==> config.mk <==
export PLATFORM = sky130hd
export DESIGN_NAME = jps_ctrl
export DESIGN_NICKNAME = d
export VERILOG_FILES = /design/src/hw/rtl/jps_pkg.sv /design/src/hw/rtl/jps_ctrl.sv
export SDC_FILE = /design/constraint.sdc
export NUM_CORES = 1
export LEC_CHECK = 0
export CORE_MARGIN = 2
export CORE_UTILIZATION = 66
export CTS_CLUSTER_DIAMETER = 80
export DETAILED_ROUTE_END_ITERATION = 10
export DONT_BUFFER_PORTS = 1
export PLACE_DENSITY = 0.82
export SLEW_MARGIN = 20
export SYNTH_ARGS = -nofsm -noshare
export SYNTH_HDL_FRONTEND = slang
export SYNTH_SLANG_ARGS = --single-unit
==> constraint.sdc <==
create_clock -name aclk -period 6.26 [get_ports aclk]
set_input_delay 0 -clock aclk [delete_from_list [all_inputs] [get_ports aclk]]
set_output_delay 0 -clock aclk [all_outputs]
set_load 0.01 [all_outputs]
==> src/hw/rtl/jps_pkg.sv <==
package jps_pkg;

    localparam logic [1:0] KIND_LOAD  = 2'd0;
    localparam logic [1:0] KIND_SOLVE = 2'd1;
    localparam logic [1:0] KIND_READ  = 2'd2;

    localparam logic [1:0] REG_GRID_POINTS      = 2'd0;
    localparam logic [1:0] REG_MAX_SWEEPS       = 2'd1;
    localparam logic [1:0] REG_STEP_SQUARED     = 2'd2;
    localparam logic [1:0] REG_CHANGE_THRESHOLD = 2'd3;

    localparam logic [6:0]  GRID_POINTS_RESET      = 7'd60;
    localparam logic [19:0] MAX_SWEEPS_RESET       = 20'd100000;
    localparam logic [31:0] STEP_SQUARED_RESET     = 32'd1233833;
    localparam logic [62:0] CHANGE_THRESHOLD_RESET = 63'd15;

    localparam logic [62:0] SUM_MAX = {63{1'b1}};

    localparam logic [1:0] ACC_HOLD = 2'd0;
    localparam logic [1:0] ACC_LOAD = 2'd1;
    localparam logic [1:0] ACC_ADD  = 2'd2;

    typedef struct packed {
        logic [1:0]   kind;
        logic [11:0]  node_index;
        logic signed [31:0] source_value;
    } in_item_t;

    typedef struct packed {
        logic signed [31:0] node_value;
        logic [19:0]  sweeps_done;
        logic         converged;
        logic [62:0]  change_sum;
    } out_item_t;

    typedef struct packed {
        logic       src_we;
        logic       src_zero;
        logic       sol_we0;
        logic       sol_we1;
        logic       sol_zero;
        logic       rd_bank;
        logic [1:0] acc_op;
        logic       mul_en;
        logic       term_en;
        logic       nv_en;
        logic       sq_en;
        logic       sum_clr;
        logic       sum_en;
        logic       stat_en;
        logic       stat_conv;
        logic       out_load;
        logic       out_read;
        logic       read_zero;
    } dp_cmd_t;

endpackage

==> src/hw/rtl/jps_ctrl.sv <==
module jps_ctrl #(
    parameter int MAX_GRID = 64,
    parameter int AW       = 12
) (
    input  logic             aclk,
    input  logic             aresetn,
    input  logic             s_valid,
    output logic             s_ready,
    input  logic [1:0]       s_kind,
    input  logic [11:0]      s_idx,
    output logic             m_valid,
    input  logic             m_ready,
    input  logic [6:0]       grid_points,
    input  logic [19:0]      max_sweeps,
    input  logic             above_thr,
    output jps_pkg::dp_cmd_t cmd,
    output logic [AW-1:0]    src_waddr,
    output logic [AW-1:0]    src_raddr,
    output logic [AW-1:0]    sol_waddr,
    output logic [AW-1:0]    sol_raddr,
    output logic [19:0]      sweeps
);

    localparam int DEPTH = MAX_GRID * MAX_GRID;
    localparam int NW    = $clog2(MAX_GRID + 1);

    localparam logic [2:0] ST_INIT  = 3'd0;
    localparam logic [2:0] ST_IDLE  = 3'd1;
    localparam logic [2:0] ST_RD    = 3'd2;
    localparam logic [2:0] ST_CLR   = 3'd3;
    localparam logic [2:0] ST_NODE  = 3'd4;
    localparam logic [2:0] ST_SWEEP = 3'd5;
    localparam logic [2:0] ST_OUT   = 3'd6;

    logic [2:0]    state_reg, state_next;
    logic [AW-1:0] addr_reg, addr_next;
    logic [NW-1:0] n_reg, n_next;
    logic [AW:0]   nsq_reg, nsq_next;
    logic [NW-1:0] i_reg, i_next;
    logic [NW-1:0] j_reg, j_next;
    logic [AW-1:0] rb_reg, rb_next;
    logic [2:0]    ph_reg, ph_next;
    logic [19:0]   p_reg, p_next;
    logic [19:0]   limit_reg, limit_next;
    logic          cur_reg, cur_next;
    logic          solved_reg, solved_next;
    logic [AW:0]   solved_nsq_reg, solved_nsq_next;
    logic          m_valid_reg, m_valid_next;
    logic          rz_reg, rz_next;

    logic [NW-1:0] n_now;
    logic [AW:0]   nsq_now;
    logic [AW-1:0] k;
    logic [AW-1:0] n_ext;
    logic [NW-1:0] last_ij;
    logic [19:0]   p_inc;
    logic          accept;

    assign n_now   = (grid_points < 7'd3) ? NW'(3) :
                     (32'(grid_points) > MAX_GRID) ? NW'(MAX_GRID) : NW'(grid_points);
    assign nsq_now = (AW + 1)'(32'(n_now) * 32'(n_now));
    assign n_ext   = AW'(n_reg);
    assign k       = rb_reg + AW'(j_reg);
    assign last_ij = n_reg - NW'(2);
    assign p_inc   = p_reg + 20'd1;
    assign s_ready = (state_reg == ST_IDLE) && (!m_valid_reg || m_ready);
    assign accept  = s_valid && s_ready;
    assign m_valid = m_valid_reg;
    assign src_raddr = k;
    assign sweeps    = p_inc;

    always_comb begin
        state_next      = state_reg;
        addr_next       = addr_reg;
        n_next          = n_reg;
        nsq_next        = nsq_reg;
        i_next          = i_reg;
        j_next          = j_reg;
        rb_next         = rb_reg;
        ph_next         = ph_reg;
        p_next          = p_reg;
        limit_next      = limit_reg;
        cur_next        = cur_reg;
        solved_next     = solved_reg;
        solved_nsq_next = solved_nsq_reg;
        rz_next         = rz_reg;
        m_valid_next    = m_valid_reg && !m_ready;
        cmd             = '0;
        cmd.rd_bank     = cur_reg;
        cmd.acc_op      = jps_pkg::ACC_HOLD;
        src_waddr       = addr_reg;
        sol_waddr       = addr_reg;
        sol_raddr       = k;

        case (state_reg)
            ST_INIT: begin
                cmd.src_we   = 1'b1;
                cmd.src_zero = 1'b1;
                addr_next    = addr_reg + AW'(1);
                if (32'(addr_reg) == DEPTH - 1) begin
                    state_next = ST_IDLE;
                end
            end
            ST_IDLE: begin
                if (accept) begin
                    case (s_kind)
                        jps_pkg::KIND_LOAD: begin
                            cmd.src_we   = 32'(s_idx) < DEPTH;
                            src_waddr    = AW'(s_idx);
                            cmd.out_load = 1'b1;
                            m_valid_next = 1'b1;
                        end
                        jps_pkg::KIND_SOLVE: begin
                            n_next     = n_now;
                            nsq_next   = nsq_now;
                            limit_next = (max_sweeps == 20'd0) ? 20'd1 : max_sweeps;
                            addr_next  = '0;
                            state_next = ST_CLR;
                        end
                        jps_pkg::KIND_READ: begin
                            sol_raddr  = AW'(s_idx);
                            rz_next    = !(solved_reg && 32'(s_idx) < 32'(nsq_now)
                                           && 32'(s_idx) < 32'(solved_nsq_reg));
                            state_next = ST_RD;
                        end
                        default: begin
                            cmd.out_load = 1'b1;
                            m_valid_next = 1'b1;
                        end
                    endcase
                end
            end
            ST_RD: begin
                cmd.out_load  = 1'b1;
                cmd.out_read  = 1'b1;
                cmd.read_zero = rz_reg;
                m_valid_next  = 1'b1;
                state_next    = ST_IDLE;
            end
            ST_CLR: begin
                cmd.sol_we0  = 1'b1;
                cmd.sol_we1  = 1'b1;
                cmd.sol_zero = 1'b1;
                addr_next    = addr_reg + AW'(1);
                if ((AW + 1)'(addr_reg) == nsq_reg - (AW + 1)'(1)) begin
                    cur_next    = 1'b0;
                    p_next      = '0;
                    i_next      = NW'(1);
                    j_next      = NW'(1);
                    rb_next     = n_ext;
                    ph_next     = '0;
                    cmd.sum_clr = 1'b1;
                    state_next  = ST_NODE;
                end
            end
            ST_NODE: begin
                ph_next = ph_reg + 3'd1;
                case (ph_reg)
                    3'd0: sol_raddr = k - n_ext;
                    3'd1: begin
                        sol_raddr   = k + n_ext;
                        cmd.acc_op  = jps_pkg::ACC_LOAD;
                        cmd.mul_en  = 1'b1;
                    end
                    3'd2: begin
                        sol_raddr   = k - AW'(1);
                        cmd.acc_op  = jps_pkg::ACC_ADD;
                        cmd.term_en = 1'b1;
                    end
                    3'd3: begin
                        sol_raddr  = k + AW'(1);
                        cmd.acc_op = jps_pkg::ACC_ADD;
                    end
                    3'd4: begin
                        sol_raddr  = k;
                        cmd.acc_op = jps_pkg::ACC_ADD;
                    end
                    3'd5: cmd.nv_en = 1'b1;
                    3'd6: begin
                        sol_waddr   = k;
                        cmd.sol_we0 = cur_reg;
                        cmd.sol_we1 = !cur_reg;
                        cmd.sq_en   = 1'b1;
                    end
                    default: begin
                        cmd.sum_en = 1'b1;
                        if (j_reg == last_ij) begin
                            j_next = NW'(1);
                            if (i_reg == last_ij) begin
                                state_next = ST_SWEEP;
                            end else begin
                                i_next  = i_reg + NW'(1);
                                rb_next = rb_reg + n_ext;
                            end
                        end else begin
                            j_next = j_reg + NW'(1);
                        end
                    end
                endcase
            end
            ST_SWEEP: begin
                p_next   = p_inc;
                cur_next = !cur_reg;
                if (above_thr && p_inc < limit_reg) begin
                    i_next      = NW'(1);
                    j_next      = NW'(1);
                    rb_next     = n_ext;
                    ph_next     = '0;
                    cmd.sum_clr = 1'b1;
                    state_next  = ST_NODE;
                end else begin
                    cmd.stat_en     = 1'b1;
                    cmd.stat_conv   = !above_thr;
                    solved_next     = 1'b1;
                    solved_nsq_next = nsq_reg;
                    state_next      = ST_OUT;
                end
            end
            ST_OUT: begin
                cmd.out_load = 1'b1;
                m_valid_next = 1'b1;
                state_next   = ST_IDLE;
            end
            default: state_next = ST_IDLE;
        endcase
    end

    always_ff @(posedge aclk) begin
        if (!aresetn) begin
            state_reg   <= ST_INIT;
            addr_reg    <= '0;
            cur_reg     <= 1'b0;
            solved_reg  <= 1'b0;
            m_valid_reg <= 1'b0;
        end else begin
            state_reg   <= state_next;
            addr_reg    <= addr_next;
            cur_reg     <= cur_next;
            solved_reg  <= solved_next;
            m_valid_reg <= m_valid_next;
        end
        n_reg          <= n_next;
        nsq_reg        <= nsq_next;
        i_reg          <= i_next;
        j_reg          <= j_next;
        rb_reg         <= rb_next;
        ph_reg         <= ph_next;
        p_reg          <= p_next;
        limit_reg      <= limit_next;
        solved_nsq_reg <= solved_nsq_next;
        rz_reg         <= rz_next;
    end

endmodule

After elaboration in Yosys (flattened, before gate mapping)
Index checks and enable logic that the tools add are counted.
Widths: inputs -> output; s select.

cells by class
  reduce and logical (&&, ||, !) cells = 33
  $add $sub $neg = 13
  bitwise gates (word level) = 1
  eq/ne operators = 28
  magnitude comparators = 5
  multiplexer cells = 72
  multipliers = 1

operators with widths
  cell                   count
  $mux 12                14
  $mux 7                 9
  $pmux 12 s2            2
  $pmux 12 s4            1
  $pmux 7 s3             2
  $pmux 20 s2            1
  $add 12x7->12          3
  $pmux 12 s3            1
  $lt 12x13->1           2
  $add 12x1->12 const B  2
  $mux 3                 8
  $add 20x1->20 const B  1
  $logic_not 20->1       1
  $lt 20x20->1           1
  $mux 20                1
  $eq 3x3->1 const B     6
  $mux 1                 17
  $ne 2x2->1 const B     8
  $pmux 3 s5             1
  $add 7x1->7 const B    2
  $eq 7x7->1             2
  $eq 12x13->1           1
  $mul 7x7->13           1
  $sub 13x1->13 const B  1
  35 further kinds       65

word-level totals
  register bits after elaboration = 121
  input port bits = 46
  output and inout bits = 89
  word-level logic and storage cells = 168

Depth between registers and ports, before layout
  depth in word-level cells = 8
  mapped depth = 24
  mapped depth without buffers = 24

Worst setup path before layout
No wires, ideal clock.

  path kind = input to register
  start point = input grid_points[4]
  end point = register rz_reg (data pin)
  buffers on the path = 0
  arrival = 4.775 ns
  slack = 1.214 ns
  setup time = 0.271 ns
  stages = 23
  required time = 5.989 ns
  cell sequence = nor4_1 -> nor2_1 -> nor2_1 -> and2_1 -> ha_1 -> inv_1 -> fa_1 -> inv_1 -> fa_1 -> inv_1 -> fa_1 -> inv_1 -> ha_1 -> and3_1 -> a211oi_1 -> o21bai_1 -> a21oi_1 -> xor2_1 -> ha_1 -> nand3_1 -> a311oi_1 -> a211oi_1 -> o221ai_1

between the ends
  word-level cells in the longest chain between the ends = 8
  elaborated cells on any way between the ends = 9
  classes of those cells = mul: 1; order compare: 3; mux: 2; reduce/logical: 3

ends and longest elaborated chain
  item                   RTL line         source
  from (decl)            jps_ctrl.sv:13   input logic [6:0] grid_points,
  $gt 7x7->1             jps_ctrl.sv:60   (32'(grid_points) > MAX_GRID) ? NW'(MAX_GRID) : NW'(grid_points);
  $mux 7                 jps_ctrl.sv:60
  $mux 7 (*)             jps_ctrl.sv:59   assign n_now = (grid_points < 7'd3) ? NW'(3) :
  net n_now[1]           jps_ctrl.sv:51   logic [NW-1:0] n_now;
  $mul 7x7->13 (*)       jps_ctrl.sv:61   assign nsq_now = (AW + 1)'(32'(n_now) * 32'(n_now));
  $lt 12x13->1 (*)       jps_ctrl.sv:122  rz_next = !(solved_reg && 32'(s_idx) < 32'(nsq_now)
  $logic_and 1x1->1 (*)  jps_ctrl.sv:122
  $logic_and 1x1->1 (*)  jps_ctrl.sv:123  && 32'(s_idx) < 32'(solved_nsq_reg));
  $logic_not 1->1 (*)    jps_ctrl.sv:122
  to (signal assigned)   jps_ctrl.sv:251  rz_reg <= rz_next;
  to (decl)              jps_ctrl.sv:49   logic rz_reg, rz_next;

Mark *: on every way through the listed nets, which the timed path passes. The rest lies on a longest branch.
A chain may end at the register's enable or synchronous reset.

Worst setup path in the final report
  start point = input grid_points[3]
  end point = register rz_reg (data pin)

The elaborated chain is that of the path after synthesis.

==> impl_results.md <==
- Status: finished clean
- Post-route ant nets: 0
- Boundary Pins: 135
- Crit path required time: 6.42 ns
- Main synth FF type: edfxtp_1
- CP Capture Type: flop
- DP Wirelength: 19.6 mm
- Overall via count from detail_route: 8268
- Clock sink count: 118
- Final Cycle Share: 93.8%
- Hold slack: 0.0118 ns
- Fillers: 1025
- Hold Path Class: in2reg
- Total Die Area: 0.0160 mm2
- Initial antenna violation count: 0
- Clk_lat worst skew: 0.43 ns
- Crit Path Max Fanout: 7
- Leak: 0.00457 uW
- Reg2Reg Depth: 14
- DRC Markers: 0
- Slowest cell on crit path: dlygate4sd3_1
- Setup TNS Final: 0 ns
- F_max: 170 MHz
- First-pass GRT wire length: 41.1 mm
- Post-synthesis sequential area ratio: 34.0%
- Metal1 wirelength: 10.4 mm
- Multi-input logic area: 0.00598 mm2
- Max Transition Viols Final: 0
- Met2 WL post-DR: 12.3 mm
- Dpl cell area: 0.00995 mm2
- Drt pass-1 iters: 5
- CP Launch Point: grid_points[3]
- Buffers and inverters on the worst path: 6
- Worst slew margin: 25.7%
- Arrival @ worst endpoint: 6.03 ns
- Drt wl/cell: 20.4 um
- Syn Std Cell Area: 0.00988 mm2
- Delay-heaviest family, CP: adder cells
- Core footprint: 0.0146 mm2
- Rows: 44
- CTS root buf: clkbuf_16
- Layout area overhead: 10.1%
- RR Endpoint: j_reg[3]$_SDFFCE_PP0P_
- Mapped Avg Cell Area: 9.08 um2
- Port-buffer cells: 0
- Total CTS buffers: 17
- TritonCTS clock tree: built
- Synth warn: 0
- RD Place Congestion: 0.937
- Setup CP Type: in2reg
- Async S/R FF share, synth: 0%
- Number of global-route vias before repair: 8004
- Flops & latches, synth: 118
- Post-Layout Cell Count: 1291
- H-Tree Depth: 4
- Levels on crit path: 25
- Final hold vios: 0
- Worst-path clk slew: 0.06 ns
- Max cap viols: 0
- Clk_skew: 0.00974 ns
- Die W: 126 um
- Initial drt markers: 706
- Worst setup path endpoint: rz_reg$_DFFE_PP_
- Layout cell share with drive strength beyond 1: 6.32%
- Maximum vdd drop: 0.177 mV
- Cells after Synth: 1089
- Least-Margin Pin Slew: 1.09 ns
- Storage element area: 0.00336 mm2
- Final WL: 26.4 mm
- Max Buffers Root-to-Sink: 2
- GRT Overall Usage: 32.9%
- Largest net degree at the start of global routing: 33
- RSZ-0062 raised after global routing: false
- Final global-route overflow total: 0
- Max Used Layer: met4
- Crit path largest cell delay: 0.60 ns
- Chip height: 126 um
- PwrDens: 223 mW/mm2
- Vias per std cell: 6.40
- Min Tclk post-route: 5.87 ns
- Placed insts: 1230
- Critical Path Start Type: primary input
- Distinct cells, synth: 67
- Fin area: 0.0109 mm2
- Post-synth EDFFs: 100
- R2r setup slk: 1.80 ns
- Final Net Count: 1260
- Final setup viols: 0
- Antenna cell count: 0
- Initial Utilization: 67.7%
- Met3 WL: 2.38 mm
- Worst r2r src: p_reg[2]$_SDFFCE_PP0P_
- Most frequent CP cell: inv_1
==> cell usage in the layout (no fill, tap or decap), types with 32 or more instances in the layout <==
cell type,instances
nor2b_1,32
xnor2_1,59
inv_1,94
o21ai_0,63
a21oi_1,46
xor2_1,42
nand2_1,91
ha_1,104
nor2_1,93
edfxtp_1,100
==> synth_stat cells (6+ instances only) <==
cell type | n | share of area, %
a21oi_1 | 47 | 2.4
ha_1 | 104 | 13
and2_1 | 14 | 0.89
nor3_1 | 18 | 0.91
xor2_1 | 42 | 3.7
dfxtp_1 | 18 | 3.6
nor2_1 | 94 | 3.6
a21o_1 | 13 | 0.99
o21bai_1 | 7 | 0.53
o21ai_0 | 63 | 3.2
nand4_1 | 15 | 0.95
nor2b_1 | 32 | 2.0
nand2b_1 | 11 | 0.70
xnor2_1 | 59 | 5.2
nand2_1 | 91 | 3.5
a31oi_1 | 8 | 0.51
a22oi_1 | 6 | 0.46
and4_1 | 8 | 0.71
edfxtp_1 | 100 | 30
o22ai_1 | 7 | 0.44
nand3_1 | 28 | 1.4
fa_1 | 16 | 3.2
mux2_2 | 21 | 2.4
clkbuf_1 | 43 | 1.6
o21a_1 | 7 | 0.53
nor4_1 | 12 | 0.76
and3_1 | 18 | 1.1
inv_1 | 94 | 3.6
or4_1 | 6 | 0.46
a21boi_0 | 6 | 0.46
==> per-layer routing <==
layer,GRT usage [%],up-vias
li1,-,3862
met2,53.3,388
met4,16.0,0
met1,40.3,3920
met5,0,-
met3,9.66,98
==> worst min-delay path by stage <==
stage | cells after the start | startpoint | to | slack, ns
finish | 2 | grid_points[4] | n_reg[4]$_DFFE_PP_ | 0.01
global route | 3 | max_sweeps[18] | limit_reg[0]$_SDFFCE_PN1P_ | 0.04
CTS | 2 | grid_points[4] | n_reg[4]$_DFFE_PP_ | 0.007
detailed placement | 1 | above_thr | cmd[3] | 0.05
global placement | 1 | above_thr | cmd[3] | 0.05
floorplan | 1 | above_thr | cmd[3] | 0.05
==> area by class of cell <==
cell class,count,area share [%]
Sequential cell,118,30.9
Clock inverter,13,1.65
Timing Repair Buffer,34,3.01
Inverter,96,3.31
Multi-Input combinational cell,827,55.0
Tap cell,184,2.12
Clock buffer,19,3.98
==> metrics by stage <==
step	util [%]	worst slack, ns	total power [uW]
2_1_floorplan	-	1.21	1260
3_3_place_gp	68.1	0.916	1360
3_5_place_dp	68.2	0.766	1370
4_1_cts	74.4	0.0775	2410
5_1_grt	74.6	0.0273	2510
6_report	74.6	0.387	2420
==> report_power, final <==
part           leakage, uW  total [uW]  switching (uW)  internal, uW
logic              0.00326         469             280           189
clock network     0.000303        1040             374           665
registers          0.00100         917            39.9           877
total              0.00457        2420             694          1730
==> cell families after synthesis <==
logic type	share of synthesized area (%)
other	0.0760
buffers and inverters	5.92
flip-flops	34.0
AO/OA/AOI/OAI	13.5
AND/OR/NAND/NOR	18.5
XOR/XNOR	8.95
adder cells (fa/ha/maj)	16.4
multiplexers	2.60
==> timing repair <==
action / 4_1_cts / 5_1_grt
setup endpoints to repair: 0 / 1
setup buffers: 0 / 0
endpoints found under the hold margin: 44 / 0
gates resized for setup: 0 / 5
hold buffers: 29 / 0
(Power assumes the default switching activity.)
